--- config.mk ---
export PLATFORM = sky130hd
export DESIGN_NAME = oalist_grp
export DESIGN_NICKNAME = d
export VERILOG_FILES = /design/src/hdl/oalist_pkg.sv /design/src/hdl/oalist_grp.sv
export SDC_FILE = /design/constraint.sdc
export NUM_CORES = 1
export LEC_CHECK = 0
export BUFFER_PORTS_ARGS = -buffer_cell sky130_fd_sc_hd__clkbuf_2
export CAP_MARGIN = 20
export CORE_AREA = 2 2 217 219
export CTS_BUF_LIST = sky130_fd_sc_hd__clkbuf_4
export CTS_CLUSTER_SIZE = 10
export DETAILED_ROUTE_END_ITERATION = 12
export DIE_AREA = 0 0 219 221
export HOLD_SLACK_MARGIN = 0.08
export PLACE_DENSITY = 0.31
export SLEW_MARGIN = 20
export SYNTH_ARGS = -nofsm -noshare
export SYNTH_HDL_FRONTEND = slang
export SYNTH_SLANG_ARGS = --single-unit
--- constraint.sdc ---
create_clock -name clk -period 1.93 [get_ports clk]
set_input_delay 0 -clock clk [delete_from_list [all_inputs] [get_ports clk]]
set_output_delay 0 -clock clk [all_outputs]
set_load 0.005 [all_outputs]
--- src/hdl/oalist_pkg.sv ---
// Shared types, codes and sizing constants for the ordered array list engine.
package oalist_pkg;

	localparam int CAPACITY = 128;
	localparam int DATA_W = 32;
	localparam int POS_W = 8;
	localparam int CNT_W = $clog2(CAPACITY + 1);
	localparam int CMP_W = ((CNT_W > POS_W) ? CNT_W : POS_W) + 1;
	localparam int GRP = 16;
	localparam int GRP_W = $clog2(GRP);
	localparam int NGRP = (CAPACITY + GRP - 1) / GRP;
	localparam int GIDX_W = (NGRP > 1) ? $clog2(NGRP) : 1;

	typedef enum logic [1:0] {
		OP_LOCATE = 2'd0,
		OP_GET    = 2'd1,
		OP_INSERT = 2'd2,
		OP_DELETE = 2'd3
	} op_t;

	typedef enum logic [1:0] {
		ST_OK        = 2'd0,
		ST_ILLEGAL   = 2'd1,
		ST_FULL      = 2'd2,
		ST_NOT_FOUND = 2'd3
	} status_t;

	typedef struct packed {
		logic              locate;
		logic              ins;
		logic              del;
		logic [CMP_W-1:0]  target;
		logic [CMP_W-1:0]  count;
		logic [DATA_W-1:0] value;
	} cell_ctl_t;

endpackage

--- src/hdl/oalist_grp.sv ---
// Registered first-hit selector over one group of cells.
module oalist_grp import oalist_pkg::*; (
	input  logic                       clk,
	input  logic [GRP-1:0]             hits,
	input  logic [GRP-1:0][DATA_W-1:0] vals,
	output logic                       any,
	output logic [GRP_W-1:0]           off,
	output logic [DATA_W-1:0]          val
);

	logic              any_d;
	logic [GRP_W-1:0]  off_d;
	logic [DATA_W-1:0] val_d;
	logic              any_s2;
	logic [GRP_W-1:0]  off_s2;
	logic [DATA_W-1:0] val_s2;

	always_comb begin
		any_d = |hits;
		off_d = '0;
		val_d = '0;
		for (int k = GRP - 1; k >= 0; k--) begin
			if (hits[k]) begin
				off_d = GRP_W'(k);
				val_d = vals[k];
			end
		end
	end

	always_ff @(posedge clk) begin
		any_s2 <= any_d;
		off_s2 <= off_d;
		val_s2 <= val_d;
	end

	assign any = any_s2;
	assign off = off_s2;
	assign val = val_s2;

endmodule

==> flow_metrics.py <==
metrics = {
    "critical_path": {
        "setup.worst_path.end_class": "register",
        "required_ns": 2.28,
        "cp_max_fo": 1,
        "crit_type": "in2reg",
        "path_buf_inv": 4,
        "path_cells": "dlygate4sd3_1 > clkbuf_2 > a22oi_1 > dlygate4sd3_1 > o21ai_1 > dlygate4sd3_1",
        "crit_arrival_ns": 2.21,
        "worst_path_most_repeated_cell": "dlygate4sd3_1",
        "crit_family": "buffers and inverters",
        "slowest_delay_ns": 0.66,
        "worstSetupStartpointType": "input pin",
        "slowest_stage": "dlygate4sd3_1",
    },
    "global_route": {
        "antenna_found_initial": 11,
        "grt_pass1_wl_um": 67020,
        "grt_pass1_vias": 9619,
        "gr-total-overflow": 0,
        "grt_max_degree": 30,
        "grtUsageTotal_pct": 19.37,
    },
    "sta": {
        "setup_viol_count_final": 0,
        "grt_setup_unrepaired": "false",
        "slew_headroom_pct": 42.49,
        "period_share_pct": 96.36,
        "slew_viol_final": 0,
        "layout_min_cycle_time_ns": 1.860,
        "max_freq_mhz": 537.7,
        "worst_slew_pin_slew_ns": 0.8493,
        "setup_tns_ns": 0,
        "hold_viol": 0,
    },
    "die": {
        "die-area_um2": 48400,
        "start_util_pct": 9.744,
        "ioPinCount": 566,
        "fp.coreArea_um2": 46060,
        "dieWidth_um": 219,
        "rows": 79,
        "floorplan.die.height_um": 221,
    },
    "cts": {
        "post_cts_buffers": 0,
        "cts_root_buf": "clkbuf_4",
        "htree_levels": 2,
        "cts_tree": "yes",
        "cts_buffers": 5,
        "clk_pin_slew_ns": 0.19,
        "clock_path_buffers": 2,
        "clkSinkCount": 37,
    },
    "power_and_ir_drop": {
        "pwr-share-comb_pct": 57.2,
        "power_frac_seq_pct": 23.9,
        "p_leak_nw": 4.880,
        "ir_drop_uv": 200.9,
        "swShare_pct": 39.29,
        "clockPowerShare_pct": 19.0,
        "total_power_w": 0.003642,
        "p_sw_w": 0.001431,
        "p_int_w": 0.002211,
        "power_density_nw_per_um2": 351.4,
    },
    "worst_hold_path": {
        "min_from": "vals[424]",
        "hold_depth": 5,
        "min-delay-path-class": "in2reg",
        "hold_path_end": "val[8]$_DFF_P_",
    },
    "place": {
        "place_hpwl_um": 42310,
        "io_buffers": 565,
        "gp_congestion": 0.8248,
    },
    "synth": {
        "netlist_area_um2": 4488,
        "synth_top_flop_cell": "dfxtp_1",
        "yosys_warnings": 0,
        "ys_types": 44,
        "ys_async_sr_fraction_pct": 0,
        "synth_cells": 612,
        "ys_ff_latch": 37,
        "ys_seq_area_share_pct": 16.50,
        "syn_nets": 1141,
        "synth_edf_count": 0,
        "syn_avg_cell_area_um2": 7.333,
    },
    "drt": {
        "num_vias": 8799,
        "firstDrtPassIters": 5,
        "wire_per_inst_um": 24.66,
        "drtIter0Drc": 438,
        "drc_errors": 0,
        "wl_um": 48810,
        "routed_via_density": 4.446,
        "ant_nets": 0,
    },
    "run_status": {
        "status": "finished, final reports clean",
    },
    "layout": {
        "layout_commonest_cell": "clkbuf_2",
        "syn_to_final_growth_pct": 130.9,
        "nets": 1892,
        "layout_common_cells": "clkbuf_2, dlygate4sd3_1, a221oi_1",
        "drive_gt1_share_pct": 48.17,
    },
    "run": {
        "drv_cap": 0,
    },
}
[flip-flops by register name (all words and copies together), names as in the netlist]
name	cells
any	1
off	4
val	32
[stage by stage]
step	utilization [%]	hold WS [ns]	setup WS (ns)	instance area, µm²	std cells
4_1_cts	22.41	0.08018	0.03140	10320	1971
2_1_floorplan	-	0.1370	0.5540	4488	612
5_1_grt	22.49	0.1009	0.0008906	10360	1977
3_3_place_gp	18.21	0.2517	-0.2789	8388	1778
3_5_place_dp	18.21	0.2541	-0.3471	8388	1778
6_report	22.50	0.1079	0.07020	10360	1979
[worst max-delay path by stage]
stage                   from  slack [ns]  cells after the start           endpoint
floorplan            hits[8]        0.55                      7    val[30]$_DFF_P_
global placement     hits[5]       -0.28                      6    val[27]$_DFF_P_
detailed placement   hits[5]       -0.35                      6    val[27]$_DFF_P_
CTS                  hits[6]        0.03                      7    val[11]$_DFF_P_
global route        hits[11]      0.0009                      9  off[0]$_SDFF_PP0_
finish              vals[45]        0.07                      6    val[13]$_DFF_P_
[synthesized netlist by cell type, types with 6 or more instances]
library cell | number | area share, %
a21oi_1 | 21 | 2.3
a221o_1 | 6 | 1.3
a221oi_1 | 101 | 20
a22oi_1 | 11 | 1.8
a31oi_1 | 14 | 2.0
buf_2 | 19 | 2.1
clkbuf_1 | 49 | 4.1
dfxtp_1 | 37 | 17
inv_1 | 11 | 0.92
nand2_1 | 40 | 3.3
nand2b_1 | 9 | 1.3
nand3_1 | 6 | 0.67
nor2_1 | 35 | 2.9
nor2b_1 | 8 | 1.1
o211ai_1 | 7 | 1.2
o21ai_0 | 26 | 2.9
o21ai_1 | 10 | 1.1
o221ai_1 | 39 | 7.6
o22ai_1 | 69 | 9.6
o311a_1 | 17 | 3.8
o311ai_1 | 6 | 1.2
o31a_1 | 18 | 3.5
[logic make-up (layout without fill, tap and decap cells)]
family                 after synthesis  after routing  synth area share, %
buffers and inverters               91            843                9.144
other                                0              8                    0
and+or+nand+nor                    120            120                12.57
DFF                                 37             37                16.50
AOI/OAI and AO/OA                  364            364                61.78
[per-layer routing]
metal	share of wire [%]	global-route usage, %
met1	37	20.29
met5	0.061	0
met4	2.5	5.493
met3	6.2	3.533
met2	54	38.44
[tightest hold or removal path, cell delays in order]
cell and delay, ns:
clkbuf_2 0.08, a21oi_1 0.05, o21ai_0 0.07, a31oi_1 0.20, o21ai_1 0.13
[power by group through the flow]
stage                     combinational [W]  clock, W  sequential [W]
after floorplan                    0.000592         0        0.000886
after global placement              0.00177         0        0.000888
after detailed placement            0.00176         0        0.000888
after CTS                           0.00212  0.000750        0.000872
after global routing                0.00226  0.000752        0.000878
final                               0.00208  0.000691        0.000869
[layout make-up]
| class | instances | area, µm² |
|---|---|---|
| clock inverters | 3 | 46.29 |
| repair buffers | 823 | 5343 |
| well taps | 607 | 759.5 |
| fillers | 5316 | 35700 |
| multi-input cells | 484 | 3373 |
| flip-flops and latches | 37 | 740.7 |
| clock buffers | 5 | 37.54 |
| diodes | 8 | 20.02 |
| inverters | 12 | 45.04 |
[timing repair]
action                                 in CTS  in global routing
setup endpoints to repair                   0                  5
gates resized for setup                     0                  5
hold buffers                              185                  0
endpoints found under the hold margin      37                  0
Note: power is estimated with default switching activity, not from simulation.
