### src/hdl/oalist_pkg.sv
// Shared types, codes and sizing constants for the ordered array list engine.
package oalist_pkg;

	localparam int CAPACITY = 128;
	localparam int DATA_W = 32;
	localparam int POS_W = 8;
	localparam int CNT_W = $clog2(CAPACITY + 1);
	localparam int CMP_W = ((CNT_W > POS_W) ? CNT_W : POS_W) + 1;
	localparam int GRP = 16;
	localparam int GRP_W = $clog2(GRP);
	localparam int NGRP = (CAPACITY + GRP - 1) / GRP;
	localparam int GIDX_W = (NGRP > 1) ? $clog2(NGRP) : 1;

	typedef enum logic [1:0] {
		OP_LOCATE = 2'd0,
		OP_GET    = 2'd1,
		OP_INSERT = 2'd2,
		OP_DELETE = 2'd3
	} op_t;

	typedef enum logic [1:0] {
		ST_OK        = 2'd0,
		ST_ILLEGAL   = 2'd1,
		ST_FULL      = 2'd2,
		ST_NOT_FOUND = 2'd3
	} status_t;

	typedef struct packed {
		logic              locate;
		logic              ins;
		logic              del;
		logic [CMP_W-1:0]  target;
		logic [CMP_W-1:0]  count;
		logic [DATA_W-1:0] value;
	} cell_ctl_t;

endpackage

### src/hdl/oalist_cell.sv
// One list cell: holds one entry, shifts with its neighbors and flags a hit.
module oalist_cell import oalist_pkg::*; (
	input  logic              clk,
	input  logic [CMP_W-1:0]  idx,
	input  cell_ctl_t         ctl,
	input  logic [DATA_W-1:0] below,
	input  logic [DATA_W-1:0] above,
	output logic [DATA_W-1:0] entry,
	output logic              hit
);

	logic [DATA_W-1:0] entry_q;
	logic              hit_s1;
	logic              live;

	assign live = idx < ctl.count;

	always_ff @(posedge clk) begin
		hit_s1 <= live && (ctl.locate ? (entry_q == ctl.value) : (idx == ctl.target));
		if (ctl.ins && idx > ctl.target) begin
			entry_q <= below;
		end else if (ctl.ins && idx == ctl.target) begin
			entry_q <= ctl.value;
		end else if (ctl.del && idx >= ctl.target) begin
			entry_q <= above;
		end
	end

	assign entry = entry_q;
	assign hit   = hit_s1;

endmodule

### config.mk
export PLATFORM = sky130hd
export DESIGN_NAME = oalist_cell
export DESIGN_NICKNAME = d
export VERILOG_FILES = /design/src/hdl/oalist_pkg.sv /design/src/hdl/oalist_cell.sv
export SDC_FILE = /design/constraint.sdc
export NUM_CORES = 1
export LEC_CHECK = 0
export BUFFER_PORTS_ARGS = -buffer_cell sky130_fd_sc_hd__buf_2
export CORE_ASPECT_RATIO = 0.75
export CORE_MARGIN = 3
export CORE_UTILIZATION = 45
export DETAILED_ROUTE_END_ITERATION = 10
export GPL_TIMING_DRIVEN = 0
export HOLD_SLACK_MARGIN = 0.12
export PLACE_DENSITY_LB_ADDON = 0.05
export SYNTH_ARGS = -nofsm -noshare
export SYNTH_HDL_FRONTEND = slang
export SYNTH_SLANG_ARGS = --single-unit
### constraint.sdc
create_clock -name clk -period 8.65 [get_ports clk]
set_input_delay 0.865 -clock clk [delete_from_list [all_inputs] [get_ports clk]]
set_output_delay 0.865 -clock clk [all_outputs]
set_load 0.01 [all_outputs]
==> impl_metrics.py, run 1 <==
metrics = {
    "route": {
        "drc": 0,
        "wirelength_um": 6910,
        "wire_per_inst_um": 15.4,
        "postRouteAntennaNets": 0,
        "drtIter0Drc": 49,
        "num_vias": 2160,
        "viasPerCell": 4.81,
        "first_pass_iters": 4,
    },
    "synth": {
        "ys_types": 27,
        "synth_area_um2": 2710,
        "synth_area_leaders": "edfxtp_1 35%, mux2_4 17%, mux2_2 14%",
        "synthCells": 206,
        "synth_top_area_cell": "edfxtp_1",
        "yosysSeqAreaShare_pct": 36.2,
        "syn_area_per_cell_um2": 13.2,
        "yosys_warnings": 0,
        "synth-edff-count": 32,
        "synthFlopType": "edfxtp_1",
        "synth_seq_cells": 33,
        "yosysMostFrequentCell": "mux2_2",
        "syn-num-nets": 350,
        "yosys.area.top_type_share_pct": 35.5,
        "synth_commonest_cells": "34 x mux2_2, 32 x edfxtp_1, 32 x xnor2_1",
        "async_flop_share_pct": 0,
    },
    "worst_setup_path": {
        "critPathArrivalTime_ns": 2.97,
        "critical_path.max_fanout": 10,
        "endpoint": "entry[16]",
        "worstSetupStartpointType": "primary input",
        "critical_path_required_ns": 8.68,
        "reg2reg_slack_ns": 6.80,
        "end_kind": "flip-flop",
        "criticalPathCategory": "primary input to flip-flop",
        "r2r-end": "hit",
        "r2r-start": "entry[22]",
        "reg2reg_depth": 5,
        "critPathLaunch": "idx[7]",
    },
    "layout": {
        "drive_gt1_share_pct": 64.2,
        "fin_area_um2": 3720,
        "postLayoutCoreUtil_pct": 66.7,
        "fillCellCount": 474,
        "syn_to_final_growth_pct": 37.3,
        "n_antenna_cell": 0,
        "nets": 517,
    },
    "sta": {
        "finalSetupViolCount": 0,
        "drv_slew": 0,
        "fin_crit_sh_pct": 34.0,
        "hold_viol": 0,
        "worst_slew_pin_slew_ns": 0.697,
        "slew_headroom_pct": 53.6,
        "tns_ns": 0,
        "finClkSkew_ns": 0.00274,
        "min_period_ns": 2.94,
        "grt_setup_unrepaired": "false",
        "fin_ws_ns": 5.71,
        "fmax_mhz": 340,
    },
    "place": {
        "hpwl_um": 5780,
        "pre_cts_slack_ns": 5.41,
        "routabilityCongestion": 0.829,
        "portBuffers": 159,
        "placedInstanceArea_um2": 3640,
    },
    "global_routing": {
        "busiest_layer": "met2",
        "grt_max_degree": 23,
        "use_met1_pct": 26.7,
        "grt_util_met2_pct": 30.9,
        "antenna_found_initial": 0,
        "grt_pass1_wl_um": 10200,
        "met3_usage_pct": 6.19,
        "grt_pass1_vias": 2102,
        "grt-ovfl-total": 0,
        "grt_use_total_pct": 19.6,
    },
    "clock_tree": {
        "cts_tree": "yes",
        "cts.sinks": 33,
        "clockRootBuffer": "clkbuf_8",
        "worstSkewPairLatency_ns": 0.28,
        "cts_max_level": 2,
        "clkTransAtPathRegs_ns": 0.07,
        "postCtsSetupBuffers": 0,
        "numCtsBuffers": 5,
        "clk_path_buf_depth": 2,
        "post_cts_resize_count": 0,
        "holdBufCountCts": 0,
    },
    "die": {
        "die_h_um": 73.2,
        "die_x_um": 95.6,
        "die_area_um2": 7000,
        "row_count": 23,
        "start_util_pct": 48.5,
        "ios": 160,
        "core_um2": 5580,
    },
    "min_path": {
        "hp-class": "primary input to flip-flop",
    },
    "pwr": {
        "powerDensity_nw_per_um2": 135,
        "irDropWorstVdd_uv": 74.8,
        "power_mw": 0.502,
        "leakagePower_nw": 1.74,
    },
    "status": {
        "status": "finished, final reports clean",
    },
    "job": {
        "maxCapViolations": 0,
    },
}
placed cells by master, fill, tap and decap left out:
cell type / count
xnor2_1: 32
buf_16: 1
edfxtp_1: 32
o2111a_1: 1
and3b_4: 1
o2111ai_1: 1
inv_1: 17
nor2_4: 1
a21o_1: 1
clkbuf_1: 1
dfxtp_1: 1
a2111oi_4: 1
a31oi_1: 1
nand2b_1: 1
nand2_1: 2
clkinv_2: 2
mux2_2: 34
mux2_4: 30
nand4_1: 9
buf_2: 159
nand3_1: 1
clkbuf_8: 5
ha_1: 17
buf_1: 3
nor4_1: 2
a211oi_1: 3
and4_4: 2
buf_12: 3
a21oi_4: 1
o21ai_0: 3
nor2_1: 3
a2111oi_0: 1
a21oi_1: 2
worst max-delay path: stages:
cell and delay (ns):
buf_2 0.11, ha_1 0.30, and4_4 0.22, nand4_1 0.22, buf_1 0.57, mux2_2 0.40, mux2_4 0.27
sequential cells by signal, indices dropped and copies added (netlist names):
signal and flops:
hit 1, entry 32
area by class of cell:
cell class / instances / area [µm²] / area share [%]
tap: 75 / 93.8 / 2.52
buffer: 6 / 71.3 / 1.92
clock inverter: 2 / 10.0 / 0.269
sequential: 33 / 981 / 26.4
timing repair buffer: 160 / 823 / 22.1
clock buffer: 6 / 72.6 / 1.95
inverter: 17 / 63.8 / 1.71
multi-input combinational: 150 / 1610 / 43.1
routing by layer:
metal,wire [µm],vias to the layer above
met2,3120,99
li1,-,1101
met5,0,-
met4,51,0
met3,701,4
met1,3030,956
where the power goes:
group	switching (mW)	internal, mW	total (mW)
Sequential	0.0146	0.205	0.220
Combinational	0.0748	0.0976	0.172
Clock	0.0540	0.0557	0.110
stage by stage:
stage	std cells	hold slack, ns
finish	449	0.882
global route	449	0.865
CTS	449	0.871
detailed placement	441	0.889
global placement	440	0.939
floorplan	206	0.804
cell families after synthesis:
| kind of cell | share of synthesized area (%) |
|---|---|
| XOR/XNOR | 10.3 |
| buffers and inverters | 4.99 |
| AO/OA/AOI/OAI | 4.52 |
| multiplexers | 30.7 |
| flip-flops | 36.2 |
| AND/OR/NAND/NOR | 5.36 |
| adder cells (fa/ha/maj) | 7.85 |
worst min path at each step:
stage	depth (start not counted)	startpoint	slack (ns)	to
floorplan	5	entry[30]	0.80	hit
global placement	5	entry[10]	0.94	hit
detailed placement	5	entry[30]	0.89	hit
CTS	2	below[3]	0.87	entry[3]
global route	2	below[5]	0.87	entry[5]
finish	2	below[3]	0.88	entry[3]
Note: power is estimated with default switching activity, not from simulation.
==> inputs of run 2 (changes only) <==
--- a/config.mk
+++ b/config.mk
@@ -8,7 +8,7 @@
 export BUFFER_PORTS_ARGS = -buffer_cell sky130_fd_sc_hd__buf_2
 export CORE_ASPECT_RATIO = 0.75
 export CORE_MARGIN = 3
-export CORE_UTILIZATION = 45
+export CORE_UTILIZATION = 40
 export DETAILED_ROUTE_END_ITERATION = 10
 export GPL_TIMING_DRIVEN = 0
 export HOLD_SLACK_MARGIN = 0.12
==> constraint.sdc (replaced) <==
create_clock -name clk -period 2.4 [get_ports clk]
set_input_delay 0.24 -clock clk [delete_from_list [all_inputs] [get_ports clk]]
set_output_delay 0.24 -clock clk [all_outputs]
set_load 0.01 [all_outputs]
==> run 2 against run 1 <==
Design area shrank 0.50%. Sequential power grew to 3.6 times the previous value. Utilization fell by 9.2 points. Clock-buffer cell count did not move. Critical path type unchanged. Critical endpoint is now entry[21].
==> impl_metrics.py, run 2 (synthesized netlist as in run 1, its figures left out) <==
metrics = {
    "layout": {
        "largest_reg_flops": 32,
        "drive_gt1_share_pct": 64.3,
        "syn_to_final_growth_pct": 36.6,
        "n_antenna_cell": 0,
        "mostFrequentLayoutCell": "buf_2",
        "layout_common_cells": "159 x buf_2, 34 x mux2_2, 32 x xnor2_1, 32 x edfxtp_1, 30 x mux2_4",
        "nets": 516,
        "fillCellCount": 604,
    },
    "job": {
        "maxCapViolations": 0,
    },
    "sta": {
        "finalSetupViolCount": 0,
        "hold_viol": 0,
        "min_period_ns": 2.29,
        "worst_slew_pin_slew_ns": 1.06,
        "fin_crit_sh_pct": 95.4,
        "fin_ws_ns": 0.110,
        "drv_slew": 0,
        "finClkSkew_ns": 0.00751,
        "slew_headroom_pct": 29.1,
        "grt_setup_unrepaired": "false",
        "fmax_mhz": 437,
    },
    "place": {
        "portBuffers": 159,
        "routabilityCongestion": 0.813,
        "hpwl_um": 5940,
        "pre_cts_slack_ns": -0.245,
    },
    "clock_tree": {
        "numCtsBuffers": 5,
        "cts.sinks": 33,
        "worstSkewPairLatency_ns": 0.28,
        "cts_tree": "yes",
        "postCtsSetupBuffers": 0,
        "clkTransAtPathRegs_ns": 0.07,
        "clockRootBuffer": "clkbuf_8",
        "cts_max_level": 2,
        "clk_path_buf_depth": 2,
    },
    "die": {
        "start_util_pct": 42.1,
        "die_area_um2": 7810,
        "core_um2": 6440,
        "row_count": 25,
        "ios": 160,
        "die_h_um": 77.3,
        "die_x_um": 101,
    },
    "route": {
        "postRouteAntennaNets": 0,
        "wirelength_um": 7190,
        "viasPerCell": 4.87,
        "drc": 0,
        "num_vias": 2209,
        "wire_per_inst_um": 15.8,
        "drtIter0Drc": 39,
        "first_pass_iters": 4,
    },
    "pwr": {
        "irDropWorstVdd_uv": 262,
        "powerDensity_nw_per_um2": 491,
        "leakagePower_nw": 1.73,
        "power_mw": 1.82,
    },
    "status": {
        "status": "finished, final reports clean",
    },
    "worst_setup_path": {
        "reg2reg_slack_ns": 0.49,
        "r2r-start": "entry[22]",
        "critPathArrivalTime_ns": 2.32,
        "worstSetupStartpointType": "primary input",
        "critical_path.max_fanout": 10,
        "critical_path_required_ns": 2.43,
        "reg2reg_depth": 5,
        "r2r-end": "hit",
        "end_kind": "flip-flop",
        "criticalPathCategory": "primary input to flip-flop",
    },
    "global_routing": {
        "grt_max_degree": 33,
        "grt_pass1_vias": 2274,
        "grt-ovfl-total": 0,
        "grt_pass1_wl_um": 10900,
        "grt_use_total_pct": 18.0,
        "antenna_found_initial": 0,
    },
    "min_path": {
        "min_from": "below[14]",
        "whs_path_depth": 2,
        "min_to": "entry[14]",
        "hp-class": "primary input to flip-flop",
    },
}
run 2: power breakdown:
| part | switching (mW) | internal [mW] |
|---|---|---|
| sequential | 0.0540 | 0.740 |
| clock | 0.214 | 0.201 |
| combinational | 0.267 | 0.341 |
| total | 0.535 | 1.28 |
run 2: worst max-delay path by stage:
stage | start | to | cells past startpoint
3_5_place_dp | idx[7] | entry[19] | 7
2_1_floorplan | ctl[45] | entry[10] | 8
6_report | idx[7] | entry[21] | 7
4_1_cts | idx[7] | entry[18] | 7
3_3_place_gp | idx[7] | entry[18] | 7
5_1_grt | idx[7] | entry[24] | 7
run 2: final cells by class:
| type | instances | area (µm²) | share of cell area, % |
|---|---|---|---|
| inverters | 17 | 63.8 | 1.72 |
| multi-input cells | 150 | 1610 | 43.4 |
| clock buffers | 6 | 72.6 | 1.96 |
| well taps | 81 | 101 | 2.74 |
| repair buffers | 159 | 796 | 21.5 |
| clock inverters | 2 | 10.0 | 0.270 |
| plain buffers | 6 | 72.6 | 1.96 |
| flip-flops and latches | 33 | 981 | 26.5 |
run 2: metal layers:
layer / vias to the layer above / part of all wire, % / global-route usage, %
li1: 1099 / - / -
met1: 1015 / 44 / 23.6
met2: 91 / 46 / 30.0
met3: 4 / 8.9 / 4.82
met4: 0 / 0.64 / 3.32
met5: - / 0 / 0
run 2: per-stage QoR:
step / cell area (µm²) / setup TNS [ns] / util, % / hold slack, ns / std cells
after detailed placement: 3620 / -11.12 / 56.2 / 0.544 / 446
after floorplan: 2720 / 0 / - / 0.451 / 206
after global placement: 3620 / -11.02 / 56.2 / 0.540 / 446
after CTS: 3700 / 0 / 57.4 / 0.242 / 454
after global routing: 3700 / 0 / 57.5 / 0.242 / 454
final: 3700 / 0 / 57.5 / 0.253 / 454
run 2: timing repair:
item / CTS / global route
resized for setup: 0 / 1
endpoints found under the setup margin: 0 / 6
hold buffers: 0 / 0
endpoints found under the hold margin: 0 / 0
run 2: worst max-delay path, cell delays in order:
cell and delay [ns]:
buf_2 0.11, ha_1 0.30, and4_4 0.22, nand4_1 0.21, buf_1 0.55, mux2_2 0.41, mux2_4 0.27
==> inputs of run 3 (changes only) <==
--- a/config.mk
+++ b/config.mk
@@ -5,7 +5,7 @@
 export SDC_FILE = /design/constraint.sdc
 export NUM_CORES = 1
 export LEC_CHECK = 0
-export BUFFER_PORTS_ARGS = -buffer_cell sky130_fd_sc_hd__buf_2
+export BUFFER_PORTS_ARGS = -buffer_cell sky130_fd_sc_hd__buf_4
 export CORE_ASPECT_RATIO = 0.75
 export CORE_MARGIN = 3
 export CORE_UTILIZATION = 40
==> run 3 against run 2 <==
Setup slack lost 0.0045 ns. Total power is 11% higher. Critical endpoint is now entry[24]. Clock power increased by 24%. Flip-flop and latch count unchanged. Largest power group unchanged. Die area unchanged. Sequential share of layout area is 2.8 points lower. Clock-buffer cell count unchanged. Sequential power hardly changed. Global-route usage rose by 0.75 points. Wire length increased by 5.1%. Utilization is 6.7 points higher. Non-clock buffer count is the same.
==> impl_metrics.py, run 3 (synthesized netlist as in run 1, its figures left out) <==
metrics = {
    "worst_setup_path": {
        "crit_slowest_cell": "a2111oi_4",
        "cpLargestDelayFamily": "compound AO/OA/AOI/OAI gates",
        "critPathArrivalTime_ns": 2.32,
        "worstSetupStartpointType": "primary input",
        "end_kind": "flip-flop",
        "crit_buf_inv": 2,
        "critical_path.cell_chain": "buf_4 -> ha_1 -> a21oi_1 -> o21ai_0 -> a2111oi_4 -> nor2_4 -> buf_12 -> mux2_4",
        "critical_path_required_ns": 2.43,
        "critical_path.max_stage_delay_ns": 0.64,
        "critical_path.max_fanout": 10,
        "criticalPathCategory": "primary input to flip-flop",
    },
    "global_routing": {
        "grt_pass1_wl_um": 11400,
        "grt-ovfl-total": 0,
        "antenna_found_initial": 0,
        "grt_use_total_pct": 18.8,
        "grt_max_degree": 33,
        "grt_pass1_vias": 2404,
    },
    "layout": {
        "n_antenna_cell": 0,
        "ff_latch_area_um2": 981,
        "multiInputGateArea_um2": 1610,
        "largest_reg_flops": 32,
        "mostFrequentLayoutCell": "buf_4",
        "nets": 517,
        "postLayoutCoreUtil_pct": 64.1,
        "fin_area_um2": 4130,
        "fillCellCount": 552,
        "layout_common_cells": "159 x buf_4, 34 x mux2_2, 32 x xnor2_1, 32 x edfxtp_1, 30 x mux2_4",
        "stdcell_count": 455,
        "drive_gt1_share_pct": 64.2,
        "syn_to_final_growth_pct": 52.5,
    },
    "clock_tree": {
        "postCtsSetupBuffers": 0,
        "post_cts_resize_count": 0,
        "cts.sinks": 33,
        "clockRootBuffer": "clkbuf_8",
        "cts_tree": "yes",
        "clkTransAtPathRegs_ns": 0.07,
        "holdBufCountCts": 0,
        "cts_max_level": 2,
        "numCtsBuffers": 5,
        "clk_path_buf_depth": 2,
        "worstSkewPairLatency_ns": 0.28,
    },
    "place": {
        "portBuffers": 159,
        "placedInstanceArea_um2": 4020,
        "hpwl_um": 6180,
        "routabilityCongestion": 0.806,
        "place_inst": 446,
    },
    "route": {
        "postRouteAntennaNets": 0,
        "wire_per_inst_um": 16.6,
        "drc": 0,
        "viasPerCell": 4.92,
        "drtIter0Drc": 23,
        "wirelength_um": 7550,
        "first_pass_iters": 4,
        "num_vias": 2239,
    },
    "sta": {
        "hold_ws_ns": 0.254,
        "grt_setup_unrepaired": "false",
        "slew_headroom_pct": 33.6,
        "finalSetupViolCount": 0,
        "worst_slew_pin_slew_ns": 0.996,
        "min_period_ns": 2.29,
        "fin_crit_sh_pct": 95.6,
        "fmax_mhz": 436,
        "finClkSkew_ns": 0.00448,
        "drv_slew": 0,
        "hold_viol": 0,
    },
    "die": {
        "core_um2": 6440,
        "die_area_um2": 7810,
        "ios": 160,
        "row_count": 25,
        "start_util_pct": 42.1,
        "die_x_um": 101,
        "die_h_um": 77.3,
    },
    "pwr": {
        "leakagePower_nw": 1.88,
        "irDropWorstVdd_uv": 284,
        "powerDensity_nw_per_um2": 490,
    },
    "min_path": {
        "hp-class": "primary input to flip-flop",
    },
    "status": {
        "status": "finished, final reports clean",
    },
    "job": {
        "maxCapViolations": 0,
    },
}
==> run 3: cell types whose count changed in the layout (fill, tap and decap cells not counted), sizes merged <==
cell | previous run | this run
bufinv | 0 | 1
a21oi | 3 | 4
clkinv | 2 | 1
==> run 3: report_power, final <==
group	internal [mW]	total, mW	switching, mW
registers	0.740	0.795	0.0550
logic	0.441	0.716	0.276
clock network	0.307	0.513	0.206
==> run 3: stage by stage <==
step	setup TNS, ns	power [mW]	worst slack [ns]
2_1_floorplan	0	1.16	0.187
3_3_place_gp	-11.73	1.51	-0.259
3_5_place_dp	-12.64	1.52	-0.277
4_1_cts	0	2.03	0.0184
5_1_grt	0	2.13	0.0146
6_report	0	2.02	0.106
==> run 3: layout make-up <==
class / instances / area share [%]
timing repair buffer: 159 / 28.9
inverter: 17 / 1.54
sequential: 33 / 23.7
multi-input combinational: 151 / 39.1
tap: 81 / 2.45
clock buffer: 6 / 1.76
buffer: 6 / 1.76
clock inverter: 2 / 0.817
==> run 3: layer usage <==
layer / up-vias / share of wire [%] / track usage (%) / wire length (µm)
met5: - / 0 / 0 / 0
met4: 0 / 0.41 / 3.19 / 31
met3: 4 / 9.0 / 6.36 / 681
met2: 85 / 47 / 32.0 / 3570
met1: 1043 / 43 / 23.2 / 3270
li1: 1107 / - / - / -
==> run 3: worst register-to-register path, stage by stage, from the launching register on <==
cell	delay, ns
edfxtp_1	0.41
xnor2_1	0.16
nand4_1	0.16
nor4_1	0.49
a31oi_1	0.21
a2111oi_0	0.39
==> run 3: path summary, 6_finish.rpt <==
path	from	end	slack, ns	cells after the start
max	idx[4]	entry[24]	0.11	8
min	below[7]	entry[7]	0.25	2
max reg2reg	entry[16]	hit	0.45	5
min reg2reg	entry[5]	hit	0.97	5
